--- src/assert_macros.svh ---
// assertion macros used by the top-level rtl file
// no dependencies
`ifndef ASSERT_MACROS_SVH
`define ASSERT_MACROS_SVH

// implication checked on every rising edge outside reset
`define ASSERT_IMPLIES(label, clk, rst, cond, prop, msg) \
  label: assert property (@(posedge clk) disable iff (rst) (cond) |-> (prop)) \
    else $error(msg);

// condition that must never hold outside reset
`define ASSERT_NEVER(label, clk, rst, cond, msg) \
  label: assert property (@(posedge clk) disable iff (rst) !(cond)) else $error(msg);

`endif

--- src/ducs_pkg.sv ---
// shared types, constants and functions of the debounced counter display core
// no dependencies
package ducs_pkg;

  localparam int BTN_COUNT = 3;
  localparam int BTN_RIGHT = 0;
  localparam int BTN_LEFT = 1;
  localparam int BTN_MIDDLE = 2;

  localparam logic [6:0] COUNT_TOP = 7'd99;

  localparam logic [7:0] DEBOUNCE_RESET = 8'd10;
  localparam logic [7:0] MUX_PERIOD_RESET = 8'd4;

  localparam int QUEUE_DEPTH = 2;
  localparam int QPTR_W = (QUEUE_DEPTH > 1) ? $clog2(QUEUE_DEPTH) : 1;
  localparam int QCNT_W = $clog2(QUEUE_DEPTH + 1);

  localparam int PADDR_W = 3;
  localparam logic REG_DEBOUNCE = 1'b0;
  localparam logic REG_MUX_PERIOD = 1'b1;

  typedef struct packed {
    logic [7:0] debounce_ticks;
    logic [7:0] mux_period_ticks;
  } cfg_t;

  typedef struct packed {
    logic right_active;
    logic [BTN_COUNT-1:0] act;
  } entry_t;

  typedef struct packed {
    logic full;
    logic empty;
  } q_status_t;

  function automatic logic [6:0] digit_pattern(input logic [3:0] d);
    logic [6:0] p;
    case (d)
      4'd0: p = 7'h3F;
      4'd1: p = 7'h06;
      4'd2: p = 7'h5B;
      4'd3: p = 7'h4F;
      4'd4: p = 7'h66;
      4'd5: p = 7'h6D;
      4'd6: p = 7'h7D;
      4'd7: p = 7'h07;
      4'd8: p = 7'h7F;
      default: p = 7'h6F;
    endcase
    return p;
  endfunction

  // divide by ten via reciprocal, exact for values below 128
  function automatic logic [3:0] tens_of(input logic [6:0] c);
    logic [14:0] p;
    p = 15'(c) * 15'd205;
    return p[14:11];
  endfunction

  function automatic logic [3:0] units_of(input logic [6:0] c);
    logic [6:0] t10;
    logic [6:0] u;
    t10 = 7'(tens_of(c)) * 7'd10;
    u = c - t10;
    return u[3:0];
  endfunction

endpackage

--- src/ducs_front.sv ---
// front part: debounce, lockout timers and digit mux timing, classifies each tick
// depends on ducs_pkg
module ducs_front (
  input  logic                           clk,
  input  logic                           rst,
  input  logic                           accept,
  input  logic [ducs_pkg::BTN_COUNT-1:0] levels,
  input  ducs_pkg::cfg_t                 cfg,
  output ducs_pkg::entry_t               entry
);

  logic [ducs_pkg::BTN_COUNT-1:0] prev_levels, prev_levels_next;
  logic [ducs_pkg::BTN_COUNT-1:0] pressed, pressed_next;
  logic [7:0] timers [ducs_pkg::BTN_COUNT];
  logic [7:0] timers_next [ducs_pkg::BTN_COUNT];
  logic [7:0] mux_count, mux_count_next;
  logic right_active, right_active_next;
  logic [ducs_pkg::BTN_COUNT-1:0] act;

  always_comb begin
    logic [7:0] lock_len;
    logic [7:0] period;
    logic [8:0] step;
    logic [7:0] t;
    logic f;
    lock_len = (cfg.debounce_ticks == 8'd0) ? 8'd1 : cfg.debounce_ticks;
    period = (cfg.mux_period_ticks == 8'd0) ? 8'd1 : cfg.mux_period_ticks;
    step = {1'b0, mux_count} + 9'd1;
    if (step >= {1'b0, period}) begin
      mux_count_next = 8'd0;
      right_active_next = ~right_active;
    end else begin
      mux_count_next = step[7:0];
      right_active_next = right_active;
    end
    for (int i = 0; i < ducs_pkg::BTN_COUNT; i++) begin
      t = timers[i];
      f = pressed[i];
      if (t != 8'd0) begin
        t = t - 8'd1;
        if (t == 8'd0) f = ~f;
      end
      act[i] = 1'b0;
      if (prev_levels[i] && !levels[i]) begin
        if (t == 8'd0 && !f) begin
          t = lock_len;
          act[i] = 1'b1;
        end
      end else if (!prev_levels[i] && levels[i]) begin
        if (t == 8'd0 && f) t = lock_len;
      end
      timers_next[i] = t;
      pressed_next[i] = f;
    end
    prev_levels_next = levels;
  end

  always_comb begin
    entry.right_active = right_active_next;
    entry.act = act;
  end

  always_ff @(posedge clk) begin
    if (rst) begin
      prev_levels <= '1;
      pressed <= '0;
      for (int i = 0; i < ducs_pkg::BTN_COUNT; i++) timers[i] <= 8'd0;
      mux_count <= 8'd0;
      right_active <= 1'b0;
    end else if (accept) begin
      prev_levels <= prev_levels_next;
      pressed <= pressed_next;
      for (int i = 0; i < ducs_pkg::BTN_COUNT; i++) timers[i] <= timers_next[i];
      mux_count <= mux_count_next;
      right_active <= right_active_next;
    end
  end

endmodule

--- src/ducs_queue.sv ---
// short queue of classified ticks between front and back parts
// depends on ducs_pkg
module ducs_queue (
  input  logic                 clk,
  input  logic                 rst,
  input  logic                 push,
  input  ducs_pkg::entry_t     push_data,
  input  logic                 pop,
  output ducs_pkg::entry_t     pop_data,
  output ducs_pkg::q_status_t  status
);

  ducs_pkg::entry_t mem [ducs_pkg::QUEUE_DEPTH];
  logic [ducs_pkg::QPTR_W-1:0] wr_ptr, rd_ptr;
  logic [ducs_pkg::QCNT_W-1:0] count;

  localparam logic [ducs_pkg::QPTR_W-1:0] LAST = ducs_pkg::QPTR_W'(ducs_pkg::QUEUE_DEPTH - 1);
  localparam logic [ducs_pkg::QCNT_W-1:0] FULL_COUNT =
    ducs_pkg::QCNT_W'(ducs_pkg::QUEUE_DEPTH);

  assign status.full = (count == FULL_COUNT);
  assign status.empty = (count == '0);
  assign pop_data = mem[rd_ptr];

  always_ff @(posedge clk) begin
    if (push) mem[wr_ptr] <= push_data;
  end

  always_ff @(posedge clk) begin
    if (rst) begin
      wr_ptr <= '0;
      rd_ptr <= '0;
      count <= '0;
    end else begin
      if (push) wr_ptr <= (wr_ptr == LAST) ? '0 : wr_ptr + 1'b1;
      if (pop) rd_ptr <= (rd_ptr == LAST) ? '0 : rd_ptr + 1'b1;
      if (push && !pop) count <= count + 1'b1;
      else if (!push && pop) count <= count - 1'b1;
    end
  end

endmodule

--- src/ducs_back.sv ---
// back part: applies button actions to the counter and drives the result register
// depends on ducs_pkg
module ducs_back (
  input  logic              clk,
  input  logic              rst,
  input  logic              avail,
  input  ducs_pkg::entry_t  entry,
  output logic              pop,
  output logic              result_valid,
  input  logic              result_stall,
  output logic              right_digit_on,
  output logic [6:0]        segments,
  output logic [6:0]        count_value
);

  logic [6:0] counter, counter_next;
  logic [6:0] seg_next;

  assign pop = avail && (!result_valid || !result_stall);

  always_comb begin
    logic [6:0] c;
    c = counter;
    if (entry.act[ducs_pkg::BTN_RIGHT]) c = (c >= ducs_pkg::COUNT_TOP) ? 7'd0 : c + 7'd1;
    if (entry.act[ducs_pkg::BTN_LEFT] && c != 7'd0) c = c - 7'd1;
    if (entry.act[ducs_pkg::BTN_MIDDLE]) begin
      c = (c <= ducs_pkg::COUNT_TOP) ? ducs_pkg::COUNT_TOP - c : 7'd0;
    end
    counter_next = c;
    seg_next = entry.right_active ? ducs_pkg::digit_pattern(ducs_pkg::units_of(c))
                                  : ducs_pkg::digit_pattern(ducs_pkg::tens_of(c));
  end

  always_ff @(posedge clk) begin
    if (rst) begin
      counter <= 7'd0;
      result_valid <= 1'b0;
    end else begin
      if (pop) begin
        counter <= counter_next;
        result_valid <= 1'b1;
      end else if (!result_stall) begin
        result_valid <= 1'b0;
      end
    end
  end

  always_ff @(posedge clk) begin
    if (pop) begin
      right_digit_on <= entry.right_active;
      segments <= seg_next;
      count_value <= counter_next;
    end
  end

endmodule

--- src/debounced_updown_counter_7seg_core.sv ---
// Debounced up/down counter with a two-digit multiplexed seven-segment display.
// Tick channel: tick_valid/tick_stall with the three raw active-low button
// levels; one request per time-base tick. Result channel: result_valid /
// result_stall with right_digit_on, segments and count_value, one result per
// request, in request order.
// A request is classified by the front part in the cycle it is taken and goes
// through a two-entry queue to the back part, which updates the counter and
// loads the result register. An accepted request is written into a queue entry,
// then into the result register as result_valid rises. Throughput is one request
// per clock while tick_stall is low, set by the back part's counter update.
// When the receiver stalls, the result register holds and the queue fills;
// tick_stall rises once the queue is full and falls once a result leaves.
// Reset (rst, synchronous) releases all buttons, clears lockouts, the mux count
// and the counter, empties the queue and loads debounce 10 and mux period 4.
// Configuration is through the APB-style port: register 0 at address 0 is the
// lockout length, register 1 at address 4 the mux period; write only when idle.
// depends on ducs_pkg, ducs_front, ducs_queue, ducs_back, assert_macros.svh
`include "assert_macros.svh"
module debounced_updown_counter_7seg_core (
  input  logic                         clk,
  input  logic                         rst,
  input  logic                         tick_valid,
  output logic                         tick_stall,
  input  logic                         right_button_level,
  input  logic                         left_button_level,
  input  logic                         middle_button_level,
  output logic                         result_valid,
  input  logic                         result_stall,
  output logic                         right_digit_on,
  output logic [6:0]                   segments,
  output logic [6:0]                   count_value,
  input  logic                         psel,
  input  logic                         penable,
  input  logic                         pwrite,
  input  logic [ducs_pkg::PADDR_W-1:0] paddr,
  input  logic [31:0]                  pwdata,
  output logic [31:0]                  prdata,
  output logic                         pready
);

  ducs_pkg::cfg_t cfg;
  ducs_pkg::entry_t front_entry, back_entry;
  ducs_pkg::q_status_t q_status;
  logic [ducs_pkg::BTN_COUNT-1:0] levels;
  logic tick_accept;
  logic pop;
  logic cfg_write;

  assign pready = 1'b1;
  assign cfg_write = psel && penable && pwrite && pready;
  assign prdata = (paddr[2] == ducs_pkg::REG_MUX_PERIOD) ? {24'd0, cfg.mux_period_ticks}
                                                         : {24'd0, cfg.debounce_ticks};

  always_ff @(posedge clk) begin
    if (rst) begin
      cfg.debounce_ticks <= ducs_pkg::DEBOUNCE_RESET;
      cfg.mux_period_ticks <= ducs_pkg::MUX_PERIOD_RESET;
    end else if (cfg_write) begin
      if (paddr[2] == ducs_pkg::REG_DEBOUNCE) cfg.debounce_ticks <= pwdata[7:0];
      else cfg.mux_period_ticks <= pwdata[7:0];
    end
  end

  assign levels[ducs_pkg::BTN_RIGHT] = right_button_level;
  assign levels[ducs_pkg::BTN_LEFT] = left_button_level;
  assign levels[ducs_pkg::BTN_MIDDLE] = middle_button_level;

  assign tick_stall = q_status.full;
  assign tick_accept = tick_valid && !tick_stall;

  ducs_front u_front (
    .clk    (clk),
    .rst    (rst),
    .accept (tick_accept),
    .levels (levels),
    .cfg    (cfg),
    .entry  (front_entry)
  );

  ducs_queue u_queue (
    .clk       (clk),
    .rst       (rst),
    .push      (tick_accept),
    .push_data (front_entry),
    .pop       (pop),
    .pop_data  (back_entry),
    .status    (q_status)
  );

  ducs_back u_back (
    .clk            (clk),
    .rst            (rst),
    .avail          (!q_status.empty),
    .entry          (back_entry),
    .pop            (pop),
    .result_valid   (result_valid),
    .result_stall   (result_stall),
    .right_digit_on (right_digit_on),
    .segments       (segments),
    .count_value    (count_value)
  );

  `ASSERT_IMPLIES(a_count_range, clk, rst, result_valid, count_value <= ducs_pkg::COUNT_TOP, "count out of range")
  `ASSERT_NEVER(a_queue_status, clk, rst, q_status.full && q_status.empty, "queue full and empty")
  `ASSERT_IMPLIES(a_pop_nonempty, clk, rst, pop, !q_status.empty, "pop from empty queue")
  `ASSERT_IMPLIES(a_result_hold, clk, rst, result_valid && result_stall, ##1 result_valid && $stable(count_value), "stalled result changed")

endmodule
--- config.mk ---
export PLATFORM = sky130hd
export DESIGN_NAME = debounced_updown_counter_7seg_core
export DESIGN_NICKNAME = d
export VERILOG_FILES = /design/src/ducs_pkg.sv /design/src/ducs_front.sv /design/src/ducs_queue.sv /design/src/ducs_back.sv /design/src/debounced_updown_counter_7seg_core.sv
export VERILOG_INCLUDE_DIRS = /design/src /design/src/src
export SDC_FILE = /design/constraint.sdc
export NUM_CORES = 1
export LEC_CHECK = 0
export BUFFER_PORTS_ARGS = -buffer_cell sky130_fd_sc_hd__buf_4
export CORE_UTILIZATION = 59
export DETAILED_ROUTE_END_ITERATION = 8
export PLACE_DENSITY = 0.81
export SYNTH_ARGS = -nofsm -noshare
export SYNTH_HDL_FRONTEND = slang
export SYNTH_SLANG_ARGS = --single-unit
--- constraint.sdc ---
create_clock -name clk -period 9.61 [get_ports clk]
set_input_delay 0.961 -clock clk [delete_from_list [all_inputs] [get_ports clk]]
set_output_delay 0.961 -clock clk [all_outputs]
set_load 0.05 [all_outputs]
==> flow_summary.yaml <==
cts:
  path_clk_slew_ns: 0.07
  numCtsBuffers: 9
  cts_tree: "yes"
  cts_buffer_depth: 2
  clock_latency_ns: 0.34
  cts.sinks: 91
  h-tree-depth: 3
  clock-root-buffer: "clkbuf_16"
critical_path:
  crit_path_end_kind: "register"
  cp_slowest_cell: "or4_4"
  cp_common_cell: "ha_1"
  arrival_ns: 9.25
  critPathKind: "reg -> reg"
  cp_max_fo: 9
  startpoint_type: "register"
  max_stage_delay_ns: 0.46
  r2r_start: "u_back.counter[1]"
  rr_endpoint: "u_back.segments[4]"
  crit_path_end: "u_back.segments[4]"
  crit_required_ns: 9.70
  reg2reg_slack_ns: 0.46
  worstRegToRegCells: 40
  startpoint: "u_back.counter[1]"
floorplanning:
  core_area_mm2: 0.0110
  rows: 38
  die_area_mm2: 0.0119
  die_y_um: 109
  ios: 95
  initial_core_util_pct: 61.6
  die_w_um: 109
synthesis:
  syn_avg_cell_area_um2: 9.11
  synth.most_common_cell: "nor2_1"
  yosys.area_share.simple_pct: 18.3
  netlist_area_mm2: 0.00679
  synth_xor_area_share_pct: 6.04
  synth_compound_area_share_pct: 15.3
  synth_flop_cell: "edfxtp_1"
  synth_area_leaders: "edfxtp_1 (21%), dfxtp_1 (13%), ha_1 (13%)"
  yosys_register_bits: 91
  yosysWarningCount: 0
  synth-adder-area-share_pct: 14.9
  synth_edf_count: 47
  synth_cell_types: 72
  synth_top_family_by_area: "simple AND/OR/NAND/NOR gates"
  synth_top_area_share_pct: 20.8
  synth_top_area_cell: "edfxtp_1"
  synthCells: 746
  synth_commonest_cells: "nor2_1 (79), ha_1 (68), nand2_1 (68)"
  ys_seq_area_share_pct: 33.7
  async_flop_share_pct: 0
  yosys-mux-area-fraction_pct: 4.66
grt:
  overflow: 0
  grt_pass1_vias: 5290
  grt_usage_pct: 26.0
  antenna_found_initial: 0
  grt_first_pass_wirelength_mm: 24.4
  grt_max_degree: 33
layout:
  drive_gt1_share_pct: 13.6
  final_area_mm2: 0.00753
  num_antenna_cells: 0
  nets: 910
  area_growth_syn_to_layout_pct: 10.8
timing:
  final_hold_viol_count: 0
  fin_crit_ns: 9.15
  fin_skew_ns: 0.00955
  fin_crit_sh_pct: 95.3
  slew_headroom_pct: 35.3
  finalSetupViolCount: 0
  fmaxAchievable_mhz: 109
  maxSlewViolCount: 0
  tightest_slew_ns: 0.970
routing:
  detail-route-antenna-nets: 0
  drt_pass1_iterations: 5
  wire_per_inst_um: 16.1
  drc: 0
  vias: 5607
  finalWirelength_mm: 15.0
  vias_per_cell: 6.00
  drt_iter0_drc: 405
outcome:
  status: "finished, final reports clean"
placed_design:
  place_hpwl_mm: 11.1
  place_congestion: 0.969
  dpl_cell_area_mm2: 0.00715
  port_buffers: 43
run:
  drv_cap: 0
worst_hold_path:
  hold_class: "reg -> reg"
critical path: cells and delay by family, from the launching register on:
kind	cells	cell delay (ns)
simple gates	12	2.67
buf+inv	4	0.42
mux	1	0.10
flops	1	0.39
compound gates	11	2.25
fa+ha+maj	9	2.63
xor+xnor	3	0.45
routing by layer:
metal / GRT usage, % / wire length, um / vias up
met5: 0 / 0 / -
met4: 10.7 / 331 / 0
met3: 2.49 / 744 / 36
met2: 43.6 / 7060 / 205
met1: 34.5 / 6860 / 2652
li1: - / - / 2714
flip-flops by register name, summed over array words and instances (netlist names), named ones only:
name / count
u_back.result_valid: 1
u_queue.mem: 8
u_queue.count: 2
u_front.right_active: 1
u_back.segments: 7
u_front.mux_count: 8
u_back.count_value: 7
u_queue.rd_ptr: 1
u_back.counter: 7
u_queue.wr_ptr: 1
u_back.right_digit_on: 1
cfg: 16
u_front.prev_levels: 3
u_front.pressed: 3
u_front.timers: 24
per-stage QoR:
| step | setup slack [ns] | hold slack, ns | instances | utilization, % | TNS [ns] |
|---|---|---|---|---|---|
| after floorplan | 1.02 | 0.445 | 769 | - | 0 |
| after global placement | 0.466 | 0.459 | 917 | 64.8 | 0 |
| after detailed placement | 0.107 | 0.465 | 917 | 64.8 | 0 |
| after CTS | 0.0780 | 0.475 | 933 | 67.4 | 0 |
| after global routing | -0.00569 | 0.511 | 934 | 68.2 | -0.00569 |
| final | 0.456 | 0.478 | 934 | 68.2 | 0 |
layout by cell type, fill, tap and decap left out, types with 16 or more instances in the layout:
cell,count
inv_1,49
o21ai_0,19
ha_1,67
edfxtp_1,47
a22oi_1,20
mux2i_1,16
a21oi_1,39
xnor2_1,23
nand2_1,68
nand3_1,18
nor2_1,79
dfxtp_1,43
nor3_1,17
conb_1,25
xor2_1,19
buf_4,51
cell families (layout without fill, tap and decap cells):
group / after synthesis / after routing
simple gates: 257 / 257
compound gates: 151 / 151
buf+inv: 93 / 118
flops: 91 / 91
fa+ha+maj: 76 / 76
xor+xnor: 46 / 46
mux: 30 / 30
other cells: 2 / 25
worst min path at each step:
stage                            start                 end  cells past startpoint
floorplan           u_front.pressed[2]  u_front.pressed[2]                      2
global placement                cfg[1]              cfg[1]                      2
detailed placement              cfg[7]              cfg[7]                      2
CTS                             cfg[7]              cfg[7]                      2
global route                    cfg[1]              cfg[1]                      2
finish                          cfg[7]              cfg[7]                      2
area by class of cell:
class	instances	area [um2]
clock buffer	12	236
timing repair buffer	51	383
tap	140	175
fill	847	3500
sequential	91	2290
clock inverter	4	51.3
inverter	51	191
multi-input combinational	585	4200
timing repair:
| action | CTS | global route |
|---|---|---|
| hold buffers | 0 | 0 |
| setup endpoints to repair | 0 | 7 |
| gates resized for setup | 0 | 19 |
| setup buffers | 0 | 1 |
Power is left out: the tool's default activity adds up to more than one toggle a clock period on the data nets, which glitch-free logic cannot reach.
